===== src/hdl/pbrle_pkg.sv =====
// shared types, constants and command/status structs of the run-length encoder
`default_nettype none

package pbrle_pkg;

    // default encoding limits
    localparam int MIN_RUN_DEF = 3;
    localparam int MAX_RUN_DEF = 130;
    localparam int MIN_LIT_DEF = 1;
    localparam int MAX_LIT_DEF = 32;

    // fixed field widths
    localparam int BYTE_W  = 8;
    localparam int LEN_W   = 8;
    localparam int TOTAL_W = 32;

    // offset added to a literal block header
    localparam logic [BYTE_W-1:0] LIT_BIAS = 8'd128;

    // controller states
    typedef enum logic [2:0] {
        ST_IDLE,
        ST_DECIDE,
        ST_MOVE,
        ST_LF_HDR,
        ST_LF_DATA,
        ST_RUN_HDR,
        ST_RUN_VAL,
        ST_FINISH
    } state_t;

    // where a literal flush continues when it is done
    typedef enum logic [1:0] {
        PH_RUN,
        PH_MOVE,
        PH_FINAL
    } phase_t;

    // what the current transaction does once the open run is closed
    typedef enum logic [1:0] {
        K_NEW,
        K_MAX,
        K_END
    } kind_t;

    // source of an emitted byte
    typedef enum logic [1:0] {
        SRC_LIT_HDR,
        SRC_LIT_DATA,
        SRC_RUN_HDR,
        SRC_RUN_VAL
    } emit_src_t;

    // commands from controller to datapath
    typedef struct packed {
        logic      capture;
        logic      inc_len;
        logic      add_lit;
        logic      emit;
        emit_src_t src;
        logic      lit_advance;
        logic      clear_run;
        logic      load_run;
        logic      push_final;
        logic      reset_all;
    } dp_cmd_t;

    // status from datapath to controller
    typedef struct packed {
        logic op_end;
        logic match;
        logic len_next_max;
        logic len_ge_min;
        logic len_zero;
        logic lit_zero;
        logic lit_fill_next;
        logic flush_last;
        logic emit_ready;
        logic out_free;
        logic stage_valid;
    } dp_status_t;

endpackage

`default_nettype wire


===== src/hdl/pbrle_ram.sv =====
// generic single-write, single-read memory with registered read data
`default_nettype none

module pbrle_ram #(
    parameter int WIDTH = 8,
    parameter int DEPTH = 32
) (
    input  wire logic                     aclk,
    input  wire logic                     wr_en,
    input  wire logic [$clog2(DEPTH)-1:0] wr_addr,
    input  wire logic [WIDTH-1:0]         wr_data,
    input  wire logic [$clog2(DEPTH)-1:0] rd_addr,
    output logic      [WIDTH-1:0]         rd_data
);

    logic [WIDTH-1:0] mem_reg [DEPTH];
    logic [WIDTH-1:0] rd_data_reg;

    // write port and registered read port
    always_ff @(posedge aclk) begin
        if (wr_en) begin
            mem_reg[wr_addr] <= wr_data;
        end
        rd_data_reg <= mem_reg[rd_addr];
    end

    assign rd_data = rd_data_reg;

endmodule

`default_nettype wire


===== src/hdl/pbrle_ctrl.sv =====
// controller state machine that sequences runs, literal moves and flushes
`default_nettype none

module pbrle_ctrl (
    input  wire logic                  aclk,
    input  wire logic                  aresetn,
    input  wire logic                  s_valid,
    output logic                       s_ready,
    input  wire pbrle_pkg::dp_status_t status,
    output pbrle_pkg::dp_cmd_t         cmd
);

    pbrle_pkg::state_t state_reg, state_next;
    pbrle_pkg::phase_t phase_reg, phase_next;
    pbrle_pkg::kind_t  kind_reg,  kind_next;

    // state registers
    always_ff @(posedge aclk) begin
        if (!aresetn) begin
            state_reg <= pbrle_pkg::ST_IDLE;
            phase_reg <= pbrle_pkg::PH_RUN;
            kind_reg  <= pbrle_pkg::K_NEW;
        end else begin
            state_reg <= state_next;
            phase_reg <= phase_next;
            kind_reg  <= kind_next;
        end
    end

    // next state
    always_comb begin
        state_next = state_reg;
        phase_next = phase_reg;
        kind_next  = kind_reg;
        unique case (state_reg)
            pbrle_pkg::ST_IDLE: begin
                if (s_valid) begin
                    state_next = pbrle_pkg::ST_DECIDE;
                end
            end
            pbrle_pkg::ST_DECIDE: begin
                if (!status.op_end && status.match) begin
                    if (status.len_next_max) begin
                        kind_next  = pbrle_pkg::K_MAX;
                        phase_next = pbrle_pkg::PH_RUN;
                        state_next = status.lit_zero ? pbrle_pkg::ST_RUN_HDR
                                                     : pbrle_pkg::ST_LF_HDR;
                    end else begin
                        state_next = pbrle_pkg::ST_IDLE;
                    end
                end else begin
                    kind_next = status.op_end ? pbrle_pkg::K_END : pbrle_pkg::K_NEW;
                    if (status.len_ge_min) begin
                        phase_next = pbrle_pkg::PH_RUN;
                        state_next = status.lit_zero ? pbrle_pkg::ST_RUN_HDR
                                                     : pbrle_pkg::ST_LF_HDR;
                    end else begin
                        phase_next = pbrle_pkg::PH_MOVE;
                        state_next = pbrle_pkg::ST_MOVE;
                    end
                end
            end
            pbrle_pkg::ST_MOVE: begin
                if (!status.len_zero) begin
                    if (status.lit_fill_next) begin
                        state_next = pbrle_pkg::ST_LF_HDR;
                    end
                end else if (kind_reg == pbrle_pkg::K_END && !status.lit_zero) begin
                    phase_next = pbrle_pkg::PH_FINAL;
                    state_next = pbrle_pkg::ST_LF_HDR;
                end else begin
                    state_next = pbrle_pkg::ST_FINISH;
                end
            end
            pbrle_pkg::ST_LF_HDR: begin
                if (status.emit_ready) begin
                    state_next = pbrle_pkg::ST_LF_DATA;
                end
            end
            pbrle_pkg::ST_LF_DATA: begin
                if (status.emit_ready && status.flush_last) begin
                    unique case (phase_reg)
                        pbrle_pkg::PH_RUN:   state_next = pbrle_pkg::ST_RUN_HDR;
                        pbrle_pkg::PH_MOVE:  state_next = pbrle_pkg::ST_MOVE;
                        pbrle_pkg::PH_FINAL: state_next = pbrle_pkg::ST_FINISH;
                        default:             state_next = pbrle_pkg::ST_FINISH;
                    endcase
                end
            end
            pbrle_pkg::ST_RUN_HDR: begin
                if (status.emit_ready) begin
                    state_next = pbrle_pkg::ST_RUN_VAL;
                end
            end
            pbrle_pkg::ST_RUN_VAL: begin
                if (status.emit_ready) begin
                    if (kind_reg == pbrle_pkg::K_END && !status.lit_zero) begin
                        phase_next = pbrle_pkg::PH_FINAL;
                        state_next = pbrle_pkg::ST_LF_HDR;
                    end else begin
                        state_next = pbrle_pkg::ST_FINISH;
                    end
                end
            end
            pbrle_pkg::ST_FINISH: begin
                if (!(status.stage_valid || status.op_end) || status.out_free) begin
                    state_next = pbrle_pkg::ST_IDLE;
                end
            end
        endcase
    end

    // command outputs
    always_comb begin
        cmd     = '0;
        s_ready = 1'b0;
        unique case (state_reg)
            pbrle_pkg::ST_IDLE: begin
                s_ready     = 1'b1;
                cmd.capture = s_valid;
            end
            pbrle_pkg::ST_DECIDE: begin
                cmd.inc_len = !status.op_end && status.match;
            end
            pbrle_pkg::ST_MOVE: begin
                if (!status.len_zero) begin
                    cmd.add_lit = 1'b1;
                end else begin
                    cmd.clear_run = (kind_reg == pbrle_pkg::K_MAX);
                    cmd.load_run  = (kind_reg == pbrle_pkg::K_NEW);
                end
            end
            pbrle_pkg::ST_LF_HDR: begin
                cmd.emit = status.emit_ready;
                cmd.src  = pbrle_pkg::SRC_LIT_HDR;
            end
            pbrle_pkg::ST_LF_DATA: begin
                cmd.emit        = status.emit_ready;
                cmd.lit_advance = status.emit_ready;
                cmd.src         = pbrle_pkg::SRC_LIT_DATA;
            end
            pbrle_pkg::ST_RUN_HDR: begin
                cmd.emit = status.emit_ready;
                cmd.src  = pbrle_pkg::SRC_RUN_HDR;
            end
            pbrle_pkg::ST_RUN_VAL: begin
                cmd.emit = status.emit_ready;
                cmd.src  = pbrle_pkg::SRC_RUN_VAL;
                if (status.emit_ready) begin
                    cmd.clear_run = (kind_reg == pbrle_pkg::K_MAX);
                    cmd.load_run  = (kind_reg == pbrle_pkg::K_NEW);
                end
            end
            pbrle_pkg::ST_FINISH: begin
                if ((status.stage_valid || status.op_end) && status.out_free) begin
                    cmd.push_final = 1'b1;
                    cmd.reset_all  = status.op_end;
                end
            end
        endcase
    end

endmodule

`default_nettype wire


===== src/hdl/pbrle_dp.sv =====
// datapath: run and literal state, literal memory, staging and output registers
`default_nettype none

module pbrle_dp #(
    parameter int MIN_RUN = pbrle_pkg::MIN_RUN_DEF,
    parameter int MAX_RUN = pbrle_pkg::MAX_RUN_DEF,
    parameter int MIN_LIT = pbrle_pkg::MIN_LIT_DEF,
    parameter int MAX_LIT = pbrle_pkg::MAX_LIT_DEF
) (
    input  wire logic                              aclk,
    input  wire logic                              aresetn,
    input  wire logic                              s_op,
    input  wire logic [pbrle_pkg::BYTE_W-1:0]      s_data_byte,
    input  wire pbrle_pkg::dp_cmd_t                cmd,
    output pbrle_pkg::dp_status_t                  status,
    output logic                                   m_valid,
    input  wire logic                              m_ready,
    output logic      [pbrle_pkg::BYTE_W-1:0]      m_out_byte,
    output logic                                   m_has_byte,
    output logic                                   m_last,
    output logic                                   m_end_of_stream,
    output logic      [pbrle_pkg::TOTAL_W-1:0]     m_total_bytes
);

    localparam int AW = $clog2(MAX_LIT);
    localparam int CW = $clog2(MAX_LIT + 1);

    // transaction registers
    logic                            item_op_reg;
    logic [pbrle_pkg::BYTE_W-1:0]    item_byte_reg;

    // encoder state
    logic [pbrle_pkg::BYTE_W-1:0]    run_value_reg, run_value_next;
    logic                            run_valid_reg, run_valid_next;
    logic [pbrle_pkg::LEN_W-1:0]     run_len_reg, run_len_next;
    logic [CW-1:0]                   lit_count_reg, lit_count_next;
    logic [AW-1:0]                   idx_reg, idx_next;
    logic [pbrle_pkg::TOTAL_W-1:0]   byte_total_reg, byte_total_next;

    // staging and output registers
    logic                            stage_valid_reg, stage_valid_next;
    logic [pbrle_pkg::BYTE_W-1:0]    stage_byte_reg, stage_byte_next;
    logic                            m_valid_reg, m_valid_next;
    logic [pbrle_pkg::BYTE_W-1:0]    out_byte_reg, out_byte_next;
    logic                            has_byte_reg, has_byte_next;
    logic                            last_reg, last_next;
    logic                            eos_reg, eos_next;
    logic [pbrle_pkg::TOTAL_W-1:0]   total_reg, total_next;

    logic [pbrle_pkg::BYTE_W-1:0]    lit_data;
    logic [pbrle_pkg::BYTE_W-1:0]    emit_byte;
    logic [CW-1:0]                   idx_inc;
    logic [pbrle_pkg::LEN_W:0]       len_inc;
    logic                            out_free;
    logic                            emit_ready;
    logic                            flush_last;

    // literal buffer
    pbrle_ram #(
        .WIDTH (pbrle_pkg::BYTE_W),
        .DEPTH (MAX_LIT)
    ) u_lit_ram (
        .aclk    (aclk),
        .wr_en   (cmd.add_lit),
        .wr_addr (lit_count_reg[AW-1:0]),
        .wr_data (run_value_reg),
        .rd_addr (idx_next),
        .rd_data (lit_data)
    );

    // status toward the controller
    assign idx_inc    = CW'(idx_reg) + CW'(1);
    assign len_inc    = {1'b0, run_len_reg} + (pbrle_pkg::LEN_W + 1)'(1);
    assign flush_last = (idx_inc == lit_count_reg);
    assign out_free   = !m_valid_reg || m_ready;
    assign emit_ready = !stage_valid_reg || out_free;

    always_comb begin
        status               = '0;
        status.op_end        = item_op_reg;
        status.match         = run_valid_reg && (item_byte_reg == run_value_reg);
        status.len_next_max  = (len_inc >= (pbrle_pkg::LEN_W + 1)'(MAX_RUN));
        status.len_ge_min    = (run_len_reg >= pbrle_pkg::LEN_W'(MIN_RUN));
        status.len_zero      = (run_len_reg == '0);
        status.lit_zero      = (lit_count_reg == '0);
        status.lit_fill_next = (lit_count_reg == CW'(MAX_LIT - 1));
        status.flush_last    = flush_last;
        status.emit_ready    = emit_ready;
        status.out_free      = out_free;
        status.stage_valid   = stage_valid_reg;
    end

    // emitted byte select
    always_comb begin
        unique case (cmd.src)
            pbrle_pkg::SRC_LIT_HDR:  emit_byte = pbrle_pkg::BYTE_W'(lit_count_reg)
                                                 - pbrle_pkg::BYTE_W'(MIN_LIT)
                                                 - pbrle_pkg::LIT_BIAS;
            pbrle_pkg::SRC_LIT_DATA: emit_byte = lit_data;
            pbrle_pkg::SRC_RUN_HDR:  emit_byte = run_len_reg - pbrle_pkg::LEN_W'(MIN_RUN);
            pbrle_pkg::SRC_RUN_VAL:  emit_byte = run_value_reg;
        endcase
    end

    // run and literal bookkeeping
    always_comb begin
        run_value_next  = run_value_reg;
        run_valid_next  = run_valid_reg;
        run_len_next    = run_len_reg;
        lit_count_next  = lit_count_reg;
        idx_next        = idx_reg;
        byte_total_next = byte_total_reg;

        if (cmd.inc_len) begin
            run_len_next = len_inc[pbrle_pkg::LEN_W-1:0];
        end else if (cmd.add_lit) begin
            run_len_next   = run_len_reg - pbrle_pkg::LEN_W'(1);
            lit_count_next = lit_count_reg + CW'(1);
        end else if (cmd.clear_run) begin
            run_value_next = '0;
            run_valid_next = 1'b0;
            run_len_next   = '0;
        end else if (cmd.load_run) begin
            run_value_next = item_byte_reg;
            run_valid_next = 1'b1;
            run_len_next   = pbrle_pkg::LEN_W'(1);
        end

        // walk through the literal buffer during a flush
        if (cmd.lit_advance) begin
            if (flush_last) begin
                idx_next       = '0;
                lit_count_next = '0;
            end else begin
                idx_next = idx_reg + AW'(1);
            end
        end

        // saturating count of emitted bytes
        if (cmd.emit && byte_total_reg != '1) begin
            byte_total_next = byte_total_reg + pbrle_pkg::TOTAL_W'(1);
        end

        // end of stream returns to the reset state
        if (cmd.reset_all) begin
            run_value_next  = '0;
            run_valid_next  = 1'b0;
            run_len_next    = '0;
            lit_count_next  = '0;
            idx_next        = '0;
            byte_total_next = '0;
        end
    end

    // staging byte and output register
    always_comb begin
        stage_valid_next = stage_valid_reg;
        stage_byte_next  = stage_byte_reg;
        m_valid_next     = m_valid_reg && !m_ready;
        out_byte_next    = out_byte_reg;
        has_byte_next    = has_byte_reg;
        last_next        = last_reg;
        eos_next         = eos_reg;
        total_next       = total_reg;

        if (cmd.emit) begin
            // a newer byte exists, so the staged one is not the last
            if (stage_valid_reg) begin
                m_valid_next  = 1'b1;
                out_byte_next = stage_byte_reg;
                has_byte_next = 1'b1;
                last_next     = 1'b0;
                eos_next      = 1'b0;
                total_next    = '0;
            end
            stage_valid_next = 1'b1;
            stage_byte_next  = emit_byte;
        end else if (cmd.push_final) begin
            m_valid_next     = 1'b1;
            out_byte_next    = stage_valid_reg ? stage_byte_reg : '0;
            has_byte_next    = stage_valid_reg;
            last_next        = 1'b1;
            eos_next         = item_op_reg;
            total_next       = item_op_reg ? byte_total_reg : '0;
            stage_valid_next = 1'b0;
        end
    end

    // control registers
    always_ff @(posedge aclk) begin
        if (!aresetn) begin
            run_value_reg   <= '0;
            run_valid_reg   <= 1'b0;
            run_len_reg     <= '0;
            lit_count_reg   <= '0;
            idx_reg         <= '0;
            byte_total_reg  <= '0;
            stage_valid_reg <= 1'b0;
            m_valid_reg     <= 1'b0;
        end else begin
            run_value_reg   <= run_value_next;
            run_valid_reg   <= run_valid_next;
            run_len_reg     <= run_len_next;
            lit_count_reg   <= lit_count_next;
            idx_reg         <= idx_next;
            byte_total_reg  <= byte_total_next;
            stage_valid_reg <= stage_valid_next;
            m_valid_reg     <= m_valid_next;
        end
    end

    // payload registers
    always_ff @(posedge aclk) begin
        if (cmd.capture) begin
            item_op_reg   <= s_op;
            item_byte_reg <= s_data_byte;
        end
        stage_byte_reg <= stage_byte_next;
        out_byte_reg   <= out_byte_next;
        has_byte_reg   <= has_byte_next;
        last_reg       <= last_next;
        eos_reg        <= eos_next;
        total_reg      <= total_next;
    end

    assign m_valid         = m_valid_reg;
    assign m_out_byte      = out_byte_reg;
    assign m_has_byte      = has_byte_reg;
    assign m_last          = last_reg;
    assign m_end_of_stream = eos_reg;
    assign m_total_bytes   = total_reg;

endmodule

`default_nettype wire


===== src/hdl/packbits_style_rle_encoder.sv =====
// PackBits-style run-length encoder: controller, datapath and literal memory
//
// Input channel (s_valid/s_ready): one byte per transaction with s_op = 0, or an
// end-of-stream transaction with s_op = 1 that flushes all pending output,
// reports the encoded length and returns the encoder to its reset state.
// Output channel (m_valid/m_ready): one encoded byte per transaction; m_last marks
// the final byte caused by an input, and an end transaction finishes with
// m_end_of_stream and m_total_bytes (an empty result with m_has_byte = 0 if it
// produced no bytes). A data byte that only extends a run produces nothing.
// Sequencing: the sequencer takes one input at a time and returns to idle before it
// accepts the next. An input that closes a run of MIN_RUN or more, or brings one to
// MAX_RUN, emits the run; any other input first moves bytes into the literal buffer
// and emits any bytes that this causes. The rate is set by the single-step sequencer
// and the one-byte output path. Each emitted byte is held in the staging register
// until the next byte or the final push, so the last one can be flagged.
// Reset (aresetn low, synchronous) clears all run, literal and count state.
// A stalled receiver holds the output register and then the staging byte;
// the sequencer waits and s_ready stays low until the transaction completes.
`default_nettype none

module packbits_style_rle_encoder #(
    parameter int MIN_RUN = pbrle_pkg::MIN_RUN_DEF,
    parameter int MAX_RUN = pbrle_pkg::MAX_RUN_DEF,
    parameter int MIN_LIT = pbrle_pkg::MIN_LIT_DEF,
    parameter int MAX_LIT = pbrle_pkg::MAX_LIT_DEF
) (
    input  wire logic                              aclk,
    input  wire logic                              aresetn,
    input  wire logic                              s_valid,
    output logic                                   s_ready,
    input  wire logic                              s_op,
    input  wire logic [pbrle_pkg::BYTE_W-1:0]      s_data_byte,
    output logic                                   m_valid,
    input  wire logic                              m_ready,
    output logic      [pbrle_pkg::BYTE_W-1:0]      m_out_byte,
    output logic                                   m_has_byte,
    output logic                                   m_last,
    output logic                                   m_end_of_stream,
    output logic      [pbrle_pkg::TOTAL_W-1:0]     m_total_bytes
);

    pbrle_pkg::dp_cmd_t    cmd;
    pbrle_pkg::dp_status_t status;

    // sequencer
    pbrle_ctrl u_ctrl (
        .aclk    (aclk),
        .aresetn (aresetn),
        .s_valid (s_valid),
        .s_ready (s_ready),
        .status  (status),
        .cmd     (cmd)
    );

    // state, literal buffer and output registers
    pbrle_dp #(
        .MIN_RUN (MIN_RUN),
        .MAX_RUN (MAX_RUN),
        .MIN_LIT (MIN_LIT),
        .MAX_LIT (MAX_LIT)
    ) u_dp (
        .aclk            (aclk),
        .aresetn         (aresetn),
        .s_op            (s_op),
        .s_data_byte     (s_data_byte),
        .cmd             (cmd),
        .status          (status),
        .m_valid         (m_valid),
        .m_ready         (m_ready),
        .m_out_byte      (m_out_byte),
        .m_has_byte      (m_has_byte),
        .m_last          (m_last),
        .m_end_of_stream (m_end_of_stream),
        .m_total_bytes   (m_total_bytes)
    );

endmodule

`default_nettype wire


===== config.mk =====
export PLATFORM = sky130hd
export DESIGN_NAME = packbits_style_rle_encoder
export DESIGN_NICKNAME = d
export VERILOG_FILES = /design/src/hdl/pbrle_pkg.sv /design/src/hdl/pbrle_ram.sv /design/src/hdl/pbrle_ctrl.sv /design/src/hdl/pbrle_dp.sv /design/src/hdl/packbits_style_rle_encoder.sv
export SDC_FILE = /design/constraint.sdc
export NUM_CORES = 1
export LEC_CHECK = 0
export BUFFER_PORTS_ARGS = -buffer_cell sky130_fd_sc_hd__buf_2
export CORE_MARGIN = 2
export CORE_UTILIZATION = 62
export CTS_BUF_LIST = sky130_fd_sc_hd__clkbuf_16
export DETAILED_ROUTE_END_ITERATION = 16
export PLACE_DENSITY = 0.9
export SYNTH_ARGS = -nofsm -noshare
export SYNTH_HDL_FRONTEND = slang
export SYNTH_HIERARCHICAL = 1
export SYNTH_SLANG_ARGS = --single-unit

===== constraint.sdc =====
create_clock -name aclk -period 5.5 [get_ports aclk]
set_clock_uncertainty 0.15 [all_clocks]
set_input_delay 1.1 -clock aclk [delete_from_list [all_inputs] [get_ports aclk]]
set_output_delay 1.1 -clock aclk [all_outputs]
set_load 0.05 [all_outputs]

=== Yosys cells after proc, flatten, opt, wreduce, memory -nomap -nowiden ===
Memories as Yosys holds them, arrays and structs flattened. A register that Yosys moved wholly into a read port is not among the register bits.
Cells that the tools add are included.

* Flip-flop bits (word level): 129
* Word-level logic and storage cells: 171
* Memories kept: 1
* Input port bits: 13
* Memory bits (writable): 256
* Output and inout port bits: 45

* Bitwise gates (word level): 3
* $add $sub $neg: 9
* Muxes and demuxes: 76
* Magnitude comparators: 2
* Reductions and logical operators: 33
* Equality and inequality tests: 28

{| class="wikitable"
|+ Memories
! name !! words !! bits a word !! rd ports !! clocked after memory_dff !! write ports !! RTL line !! text
|-
| u_dp.u_lit_ram.mem_reg || 32 || 8 || 1 || 1 || 1 || pbrle_ram.sv:16 || <nowiki>logic [WIDTH-1:0] mem_reg [DEPTH];</nowiki>
|}

{| class="wikitable"
|+ Operator list
! kind !! count
|-
| 32-bit two-way mux || 4
|-
| 8-bit two-way mux || 10
|-
| 3-bit two-way mux || 13
|-
| 32-bit by 1-bit adder with 32-bit output, second input constant || 1
|-
| 32-bit != test, second input constant || 1
|-
| 8-bit case mux with 4 select lines || 1
|-
| 1-bit two-way mux || 24
|-
| 2-bit two-way mux || 12
|-
| 6-bit two-way mux || 4
|-
| 3-bit case mux with 8 select lines || 1
|-
| 5-bit two-way mux || 3
|-
| 3-bit equality test, second input constant || 4
|-
| 2-bit by 1-bit != test with 1-bit output, second input constant || 6
|-
| 3-bit case mux with 4 select lines || 1
|-
| 8-bit by 1-bit adder with 9-bit output, second input constant || 1
|-
| 9-bit by 8-bit >= comparator with 1-bit output, second input constant || 1
|-
| 8-bit equality test || 1
|-
| 8-bit by 2-bit >= comparator with 1-bit output, second input constant || 1
|-
| 8-bit zero test || 1
|-
| 8-bit by 1-bit subtractor with 8-bit output, second input constant || 1
|-
| 8-bit by 2-bit subtractor with 8-bit output, second input constant || 1
|-
| 8-bit subtractor, second input constant || 1
|-
| 1-bit logical AND || 7
|-
| 7-bit AND reduction || 1
|-
| 29 further kinds || 50
|}

=== Logic depth before layout (Yosys ltp) ===
Gate-level depths: netlist (run 1).

* Depth in word-level cells: 9
* Depth in mapped cells: 12
* Mapped depth without buffers: 11

=== Hierarchy ===
The synthesis (run 1) kept the hierarchy.

{| class="wikitable"
|+ Modules (own cells, without submodules)
! module !! area an instance (µm²) !! cells each !! seq. area each (µm²) !! times used
|-
| pbrle_ram || 10,053.4 || 417 || 7,847.5 || 1
|-
| pbrle_dp || 5,994.5 || 591 || 3,042.9 || 1
|-
| pbrle_ctrl || 696.9 || 84 || 140.1 || 1
|}

=== Worst setup path before layout (run 1) ===
OpenSTA, ideal clock, no wires.

* Path kind: input -> register
* Start: in m_ready
* End: reg u_dp.u_lit_ram.rd_data_reg[0] (netlist: u_dp/u_lit_ram/rd_data[0]), read port of u_dp.u_lit_ram.mem_reg
* Setup slack: 1,323 ps
* Path buffers: 3
* Stages on the path: 12
* Setup time: 121 ps
* Data arrival time: 3,906 ps
* Data required time: 5,229 ps
* Cells stage by stage: nor2b_1 nand2_1 buf_4 nor3b_1 nand2_1 xor2_1 nor3_1 clkbuf_1 clkbuf_1 mux4_2 mux4_2 mux2_2

{| class="wikitable"
|+ RTL lines
! element !! RTL line !! text
|-
| start: declaration || packbits_style_rle_encoder.sv:34 || <nowiki>input wire logic m_ready,</nowiki>
|-
| end: declaration || pbrle_ram.sv:17 || <nowiki>logic [WIDTH-1:0] rd_data_reg;</nowiki>
|}

=== Worst setup path after layout (run 1) ===
* Start: reg u_dp.lit_count_reg[4]
* End: reg u_dp.u_lit_ram.rd_data_reg[3] (netlist: u_dp/u_lit_ram/rd_data[3]), read port of u_dp.u_lit_ram.mem_reg

* Cells in the longest elaborated chain, start to end: 4

{| class="wikitable"
|+ Ends and longest elaborated chain
! element !! RTL line !! text
|-
| start: declaration || pbrle_dp.sv:36 || <nowiki>logic [CW-1:0] lit_count_reg, lit_count_next;</nowiki>
|-
| start signal: assignment || pbrle_dp.sv:204 || <nowiki>lit_count_reg <= lit_count_next;</nowiki>
|-
| 6-bit equality test || pbrle_dp.sv:74 || <nowiki>assign flush_last = (idx_inc == lit_count_reg);</nowiki>
|-
| 5-bit two-way mux || pbrle_dp.sv:131 || <nowiki>if (flush_last) begin</nowiki>
|-
| 5-bit two-way mux || pbrle_dp.sv:130 || <nowiki>if (cmd.lit_advance) begin</nowiki>
|-
| 5-bit two-way mux || pbrle_dp.sv:145 || <nowiki>if (cmd.reset_all) begin</nowiki>
|-
| net u_dp.idx_next[0] || pbrle_dp.sv:37 || <nowiki>logic [AW-1:0] idx_reg, idx_next;</nowiki>
|}

The timed path passes the listed nets, and every way through them passes these cells.
A chain may end at the register's enable or synchronous reset.

==> results.yml, run 1 <==
status:
  status: "finished, final reports clean"
clocking:
  post_cts_buffers: 0
  ctsResizeCount: 0
  postCtsHoldBufs: 0
  insertion_delay_ps: 530
  cts_num_sinks: 393
  tritoncts: "yes"
  htreeDepth: 2
  numCtsBuffers: 39
  root_buffer: "clkbuf_16"
  clk_pin_slew_ps: 60
  cts_max_path_buffers: 3
global_route:
  grt_usage_pct: 28.9
  grt.overflow.total: 0
  grt_pass1_vias: 10100
  grt_pass1_wl_um: 60600
  antenna_found_initial: 1
  grt_max_degree: 65
critical_path:
  worstSetupEndpointType: "register"
  crit_family: "multiplexers"
  ff2ff_path_depth: 10
  worst_ep_arrival_time_ps: 4640
  critical_path_cell_count: 10
  cp_common_cell: "mux4_2"
  cp.required_ps: 5750
  worstPathCellList: "xnor2_1 -> nor4b_1 -> a31oi_1 -> nor3b_2 -> buf_4 -> nor3_2 -> buf_12 -> mux4_2 -> mux4_2 -> mux2_2"
  path_max_fanout: 64
  rrSetupSlack_ps: 1110
  cp.buffers_inverters: 2
  critPathMaxStageDelay_ps: 750
  crit_path_end: "u_dp/u_lit_ram/rd_data[3]"
  cp-startpoint: "u_dp/lit_count_reg[4]"
  startpoint_type: "register"
  critPathKind: "register to register"
  timing.rr.end: "u_dp/u_lit_ram/rd_data[3]"
  rr_startpoint: "u_dp/lit_count_reg[4]"
  cpMaxStageDelayCell: "dfxtp_1"
synthesis:
  synth_compound_area_share_pct: 5.30
  yosysTopAreaCellShare_pct: 56.7
  synthTopCellsByArea: "edfxtp_1, mux4_2, dfxtp_1"
  synthAdderAreaFrac_pct: 0.672
  synth-simple-area-share_pct: 11.2
  synth.distinct_cells: 70
  async_reset_ff_share_pct: 0
  synth-xor-area-share_pct: 2.25
  yosys_warnings: 6
  ys_seq_elements: 393
  synthCells: 1092
  synth_edf_count: 316
  muxShareOfSynthArea_pct: 12.4
  synth_top_family_by_area: "multiplexers"
  syn_area_per_cell_um2: 15.3
  netlist_area_mm2: 0.0167
  syn-num-nets: 1114
  yosys.area.top_type: "edfxtp_1"
  synth_seq_area_share_pct: 65.9
  ys.flop_type: "edfxtp_1"
floorplanning:
  start_util_pct: 62.7
  core_area_mm2: 0.0267
  io_pins: 58
  die_h_um: 168
  row_count: 60
  die_w_um: 168
  fp.dieArea_mm2: 0.0283
cells_and_area:
  area_growth_pct: 11.1
  fillers: 1633
  final_common_cell: "edfxtp_1"
  drive_above_1_share_pct: 21.7
  diodes: 0
  ff_latch_area_mm2: 0.0110
  final_cell_mix: "edfxtp_1, mux4_2, dfxtp_1"
  final_core_utilization_pct: 69.6
  largest_reg_flops: 256
  multi_input_area_mm2: 0.00535
  nNetsFinal: 1173
timing:
  tns_ps: 0
  slew_headroom_pct: 6.92
  tightestPinTransition_ps: 1390
  setup_viol: 0
  fin_hold_ws_ps: 354
  drv_slew: 0
  finalCritPeriodShare_pct: 79.8
  hold_violations: 0
  rsz0062_at_grt: "no"
  post-route-min-period_ps: 4390
  max_freq_mhz: 228
placed_design:
  port_buffers: 57
  hpwl_um: 23500
  place_congestion: 0.868
hold_path:
  hold_class: "register to register"
  hold_start: "u_dp/run_valid_reg"
power:
  p_switching_mw: 2.39
  pwr-share-clk_pct: 31.4
  power_density_mw_per_mm2: 442
  leakagePower_nw: 6.03
  sw_frac_of_total_pct: 29.1
  p_comb_share_pct: 22.9
  internal_power_mw: 5.83
  power_frac_seq_pct: 45.8
  total_power_mw: 8.21
  ir_drop_mv: 0.429
drt:
  avgViaCountPerCell: 6.75
  drcViolationCount: 0
  antenna_left: 0
  drt_wl_total_um: 40100
  drt_iter0_markers: 1616
  route.vias.total: 10300
  wl_per_cell_um: 26.4
  first_pass_iters: 7
run:
  drv_cap: 0
-- worst min path at each step --
stage | endpoint | slack [ps] | cells after the start
2_1_floorplan | u_dp/byte_total_reg[16] | 310 | 2
3_3_place_gp | u_dp/byte_total_reg[16] | 320 | 2
3_5_place_dp | u_dp/run_valid_reg | 340 | 2
4_1_cts | u_dp/run_valid_reg | 350 | 2
5_1_grt | u_dp/byte_total_reg[25] | 390 | 2
6_report | u_dp/run_valid_reg | 350 | 2
-- worst register-to-register path: cells and delay by family, from the launching register on --
family / cells / cell delay, ps
compound gates: 1 / 410
xor+xnor: 1 / 270
buf+inv: 2 / 650
flops: 1 / 750
mux: 3 / 1580
simple gates: 3 / 460
-- power by group through the flow --
stage / registers [mW] / logic (mW) / clock network, mW
floorplan: 3.80 / 1.40 / 0
global placement: 3.80 / 1.73 / 0
detailed placement: 3.81 / 1.81 / 0
CTS: 3.75 / 1.86 / 2.61
global route: 3.77 / 2.02 / 2.72
finish: 3.76 / 1.88 / 2.58
-- per-stage QoR --
| step | setup WS [ps] | cell area (um^2) | cells |
|---|---|---|---|
| after global placement | 879 | 17400 | 1451 |
| after detailed placement | 764 | 17400 | 1451 |
| after global routing | 877 | 18600 | 1521 |
| after floorplan | 1320 | 16700 | 1092 |
| after CTS | 1190 | 18600 | 1521 |
| final | 1110 | 18600 | 1521 |
-- cell families (layout without fill, tap and decap cells) --
group	count (synthesis)	after routing
flip-flops	393	393
AND/OR/NAND/NOR	340	340
AO/OA/AOI/OAI	128	128
multiplexers	98	98
buffers and inverters	81	169
XOR/XNOR	43	43
adder cells (fa/ha/maj)	9	9
-- routing by layer --
| metal | wire, um | GRT usage [%] | part of all wire [%] |
|---|---|---|---|
| met4 | 2350 | 15.0 | 5.9 |
| met2 | 20100 | 49.2 | 50 |
| met1 | 13800 | 35.3 | 34 |
| met5 | 14 | 0 | 0.035 |
| met3 | 3810 | 5.67 | 9.5 |
-- cell usage after synthesis, types with 20 or more instances --
master    number
nor3_1        34
edfxtp_1     316
clkbuf_1      31
nor2_1        72
nand2_1       51
xnor2_1       23
o21ai_0       29
a21oi_1       38
or3_1         25
xor2_1        20
and2_1        40
mux4_2        86
dfxtp_1       77
-- layout make-up --
type / instances / area share (%)
clock inverters: 31 / 1.39
flip-flops and latches: 393 / 59.3
inverters: 18 / 0.363
clock buffers: 39 / 5.25
well taps: 341 / 2.29
repair buffers: 81 / 2.64
multi-input cells: 618 / 28.8
Note: power is estimated with default switching activity, not from simulation.
==> run 2: changes to the inputs <==
CORE_UTILIZATION = 56   (was 62)
PLACE_DENSITY = 0.86   (was 0.9)
clock period = 4 ns   (was 5.5 ns; I/O delays follow)
==> results.yml, run 2 (synthesized netlist as in run 1, its figures left out) <==
status:
  status: "finished, final reports clean"
placed_design:
  pre_cts_ws_ps: 34.2
  place_congestion: 0.908
  placed_area_mm2: 0.0179
  hpwl_um: 24300
  port_buffers: 57
  dpl.cell_count: 1565
timing:
  finalCritPeriodShare_pct: 96.9
  setup_viol: 0
  slew_headroom_pct: 12.6
  rsz0062_at_grt: "no"
  tightestPinTransition_ps: 1300
  hold_violations: 0
  fin_hold_ws_ps: 297
  drv_slew: 0
  setup_ws_ps: 125
  tns_ps: 0
  post-route-min-period_ps: 3880
  max_freq_mhz: 258
global_route:
  grt_pass1_vias: 10000
  grt.overflow.total: 0
  grt_usage_pct: 24.8
  antenna_found_initial: 0
  grt_pass1_wl_um: 58500
  grt_max_degree: 45
floorplanning:
  fp.dieArea_mm2: 0.0313
  die_w_um: 177
  die_h_um: 177
  core_area_mm2: 0.0296
  row_count: 63
  io_pins: 58
  start_util_pct: 56.6
clocking:
  tritoncts: "yes"
  root_buffer: "clkbuf_16"
  post_cts_buffers: 0
  cts_num_sinks: 393
  ctsResizeCount: 0
  numCtsBuffers: 38
  postCtsHoldBufs: 0
  clk_pin_slew_ps: 60
  insertion_delay_ps: 540
  cts_max_path_buffers: 3
  htreeDepth: 2
drt:
  antenna_left: 0
  first_pass_iters: 5
  route.vias.total: 10300
  avgViaCountPerCell: 6.29
  drcViolationCount: 0
  wl_per_cell_um: 23.4
  drt_wl_total_um: 38200
  drt_iter0_markers: 1309
critical_path:
  cp.buffers_inverters: 2
  crit_family: "multiplexers"
  critPathMaxStageDelay_ps: 580
  worstSetupEndpointType: "register"
  cp_common_cell: "mux4_2"
  cp.required_ps: 4270
  critPathKind: "register to register"
  cpMaxStageDelayCell: "mux4_2"
  startpoint_type: "register"
  path_max_fanout: 21
  worst_ep_arrival_time_ps: 4150
  worstPathCellList: "ha_1 -> and2_1 -> a211o_1 -> a31oi_1 -> nor3b_2 -> nor3_2 -> buf_12 -> buf_4 -> mux4_2 -> mux4_2 -> mux2_2"
hold_path:
  hold_class: "input pin to register"
cells_and_area:
  final_cell_mix: "edfxtp_1, buf_4, mux4_2"
  drive_above_1_share_pct: 25.3
  final_common_cell: "edfxtp_1"
  nNetsFinal: 1237
  diodes: 0
  layoutNonFillerInstCount: 1633
  stdcell_area_mm2: 0.0191
  largest_reg_flops: 256
  area_growth_pct: 14.0
  final_core_utilization_pct: 64.6
power:
  ir_drop_mv: 0.459
  power_density_mw_per_mm2: 589
  total_power_mw: 11.2
  leakagePower_nw: 6.36
run:
  drv_cap: 0
run 2: final timing paths:
| check | from | depth (start not counted) | end | slack [ps] |
|---|---|---|---|---|
| worst max-delay path | u_dp/idx_reg[0] | 11 | u_dp/u_lit_ram/rd_data[6] | 120 |
| worst min-delay path | s_data_byte[4] | 1 | u_dp/item_byte_reg[4] | 300 |
| worst max register to register | u_dp/idx_reg[0] | 11 | u_dp/u_lit_ram/rd_data[6] | 120 |
| worst min register to register | u_dp/byte_total_reg[16] | 2 | u_dp/byte_total_reg[16] | 350 |
run 2: final cells by class:
type                    count  area [um^2]
multi-input cells         618         5340
inverters                  18         67.6
repair buffers            146          991
fillers                  1968        10500
clock inverters            30          211
clock buffers              38          951
flip-flops and latches    393        11000
well taps                 390          488
run 2: per-layer routing:
metal / GRT usage, % / wire length [um]
met2: 43.7 / 19900
met5: 0 / 0
met1: 32.0 / 14300
met3: 3.26 / 2820
met4: 8.09 / 1220
run 2: power breakdown:
| group | internal [mW] | leakage (nW) | total, mW | switching, mW |
|---|---|---|---|---|
| Combinational | 1.19 | 2.25 | 2.79 | 1.60 |
| Sequential | 4.91 | 3.51 | 5.12 | 0.210 |
| Clock | 1.87 | 0.601 | 3.34 | 1.48 |
| Total | 7.96 | 6.36 | 11.2 | 3.29 |
==> run 3: changes to the inputs <==
--- a/config.mk
+++ b/config.mk
@@ -8,5 +8,5 @@
 export BUFFER_PORTS_ARGS = -buffer_cell sky130_fd_sc_hd__buf_2
+export CORE_ASPECT_RATIO = 0.7
 export CORE_MARGIN = 2
 export CORE_UTILIZATION = 56
-export CTS_BUF_LIST = sky130_fd_sc_hd__clkbuf_16
 export DETAILED_ROUTE_END_ITERATION = 16
--- a/constraint.sdc
+++ b/constraint.sdc
@@ -4,2 +4,2 @@
 set_output_delay 0.8 -clock aclk [all_outputs]
-set_load 0.05 [all_outputs]
+set_load 0.1 [all_outputs]
==> results.yml, run 3 (synthesized netlist as in run 1, its figures left out) <==
status:
  status: "finished, final reports clean"
power:
  total_power_mw: 11.8
  ir_drop_mv: 0.426
  leakagePower_nw: 6.53
  power_density_mw_per_mm2: 608
global_route:
  grt.overflow.total: 0
  grt_pass1_vias: 10200
  grt_usage_pct: 26.4
  grt_max_degree: 45
  antenna_found_initial: 0
  grt_pass1_wl_um: 61700
clocking:
  insertion_delay_ps: 540
  numCtsBuffers: 36
  htreeDepth: 2
  root_buffer: "clkbuf_16"
  cts_num_sinks: 393
  post_cts_buffers: 0
  tritoncts: "yes"
  cts_max_path_buffers: 3
  clk_pin_slew_ps: 70
critical_path:
  cp.required_ps: 4260
  cpMaxStageDelayCell: "mux4_2"
  ff2ff_path_depth: 11
  worstSetupEndpointType: "register"
  path_max_fanout: 15
  worst_ep_arrival_time_ps: 4010
  startpoint_type: "register"
  worstPathCellList: "ha_1 -> and2_1 -> a211o_1 -> a31oi_1 -> nor3b_2 -> nor3_2 -> buf_12 -> buf_12 -> mux4_2 -> mux4_2 -> mux2_2"
  critPathKind: "register to register"
  critPathMaxStageDelay_ps: 530
floorplanning:
  die_w_um: 211
  io_pins: 58
  die_h_um: 149
  core_area_mm2: 0.0291
  row_count: 52
  fp.dieArea_mm2: 0.0313
  start_util_pct: 57.4
drt:
  wl_per_cell_um: 24.6
  avgViaCountPerCell: 6.48
  drt_wl_total_um: 40400
  wl_met1_um: 16200
  drcViolationCount: 0
  first_pass_iters: 5
  routed.top_layer: "met4"
  route.vias.total: 10600
  met3_length_um: 5000
  drt_iter0_markers: 1470
  met2_length_um: 18400
  antenna_left: 0
timing:
  hold_violations: 0
  tightestPinTransition_ps: 1170
  rsz0062_at_grt: "no"
  max_freq_mhz: 267
  post-route-min-period_ps: 3750
  setup_viol: 0
  drv_slew: 0
  slew_headroom_pct: 21.4
  finalCritPeriodShare_pct: 93.8
  tns_ps: 0
cells_and_area:
  diodes: 0
  nNetsFinal: 1258
  area_growth_pct: 15.9
  largest_reg_flops: 256
  final_common_cell: "edfxtp_1"
  drive_above_1_share_pct: 27.5
  final_cell_mix: "edfxtp_1, buf_4, mux4_2"
placed_design:
  place_congestion: 0.883
  port_buffers: 57
  hpwl_um: 26700
hold_path:
  whs_path_depth: 1
  hold_class: "input pin to register"
run:
  drv_cap: 0
## run 3: cell types whose count changed in the layout (fill, tap and decap cells not counted), sizes merged
cell and change:
buf +23, inv -13, clkbuf +7, bufinv +6, clkinvlp -3, clkinv -1
## run 3: stage by stage
step | hold WS [ps] | area, um^2 | instances | utilization (%) | worst slack [ps]
after global placement | 322 | 18100 | 1576 | 62.2 | 180
after detailed placement | 342 | 18100 | 1576 | 62.2 | 80.0
after global routing | 299 | 19400 | 1640 | 66.6 | 58.4
final | 300 | 19400 | 1640 | 66.6 | 249
after floorplan | 306 | 16700 | 1092 | - | 123
after CTS | 294 | 19400 | 1640 | 66.5 | 260
## run 3: final cells by class
cell class / instances / area, um^2
Sequential cell: 393 / 11000
Clock inverter: 19 / 292
Timing Repair Buffer: 169 / 1200
Fill cell: 1862 / 9750
Inverter: 18 / 67.6
Tap cell: 378 / 473
Clock buffer: 45 / 986
Multi-Input combinational cell: 618 / 5350
## run 3: report_power, final
| part | switching [mW] | total (mW) | internal [mW] |
|---|---|---|---|
| combinational | 1.69 | 2.89 | 1.20 |
| clock | 1.48 | 3.74 | 2.27 |
| sequential | 0.247 | 5.15 | 4.91 |
| total | 3.42 | 11.8 | 8.37 |
## run 3: what timing repair did
| action | 4_1_cts | 5_1_grt |
|---|---|---|
| hold buffers | 0 | 0 |
| setup endpoints to repair | 0 | 2 |
| gates resized for setup | 0 | 1 |
## run 3: routing by layer
metal / vias up / global-route usage, %
met5: - / 0
met4: 0 / 5.63
met3: 89 / 6.17
met2: 745 / 40.4
met1: 5269 / 39.2
li1: 4525 / -
## run 3: worst max-delay path: cells and delay by family, from the launching register on
kind / cells / cell delay (ps)
simple gates: 3 / 550
buf+inv: 2 / 370
flops: 1 / 370
fa+ha+maj: 1 / 280
compound gates: 2 / 560
mux: 3 / 1350
## run 3: final timing paths
path,slack [ps],end,startpoint
worst max-delay path,250,u_dp/u_lit_ram/rd_data[3],u_dp/idx_reg[0]
worst min register to register,350,u_dp/byte_total_reg[9],u_dp/byte_total_reg[9]
worst min-delay path,300,u_dp/item_byte_reg[1],s_data_byte[1]
worst max register to register,250,u_dp/u_lit_ram/rd_data[3],u_dp/idx_reg[0]
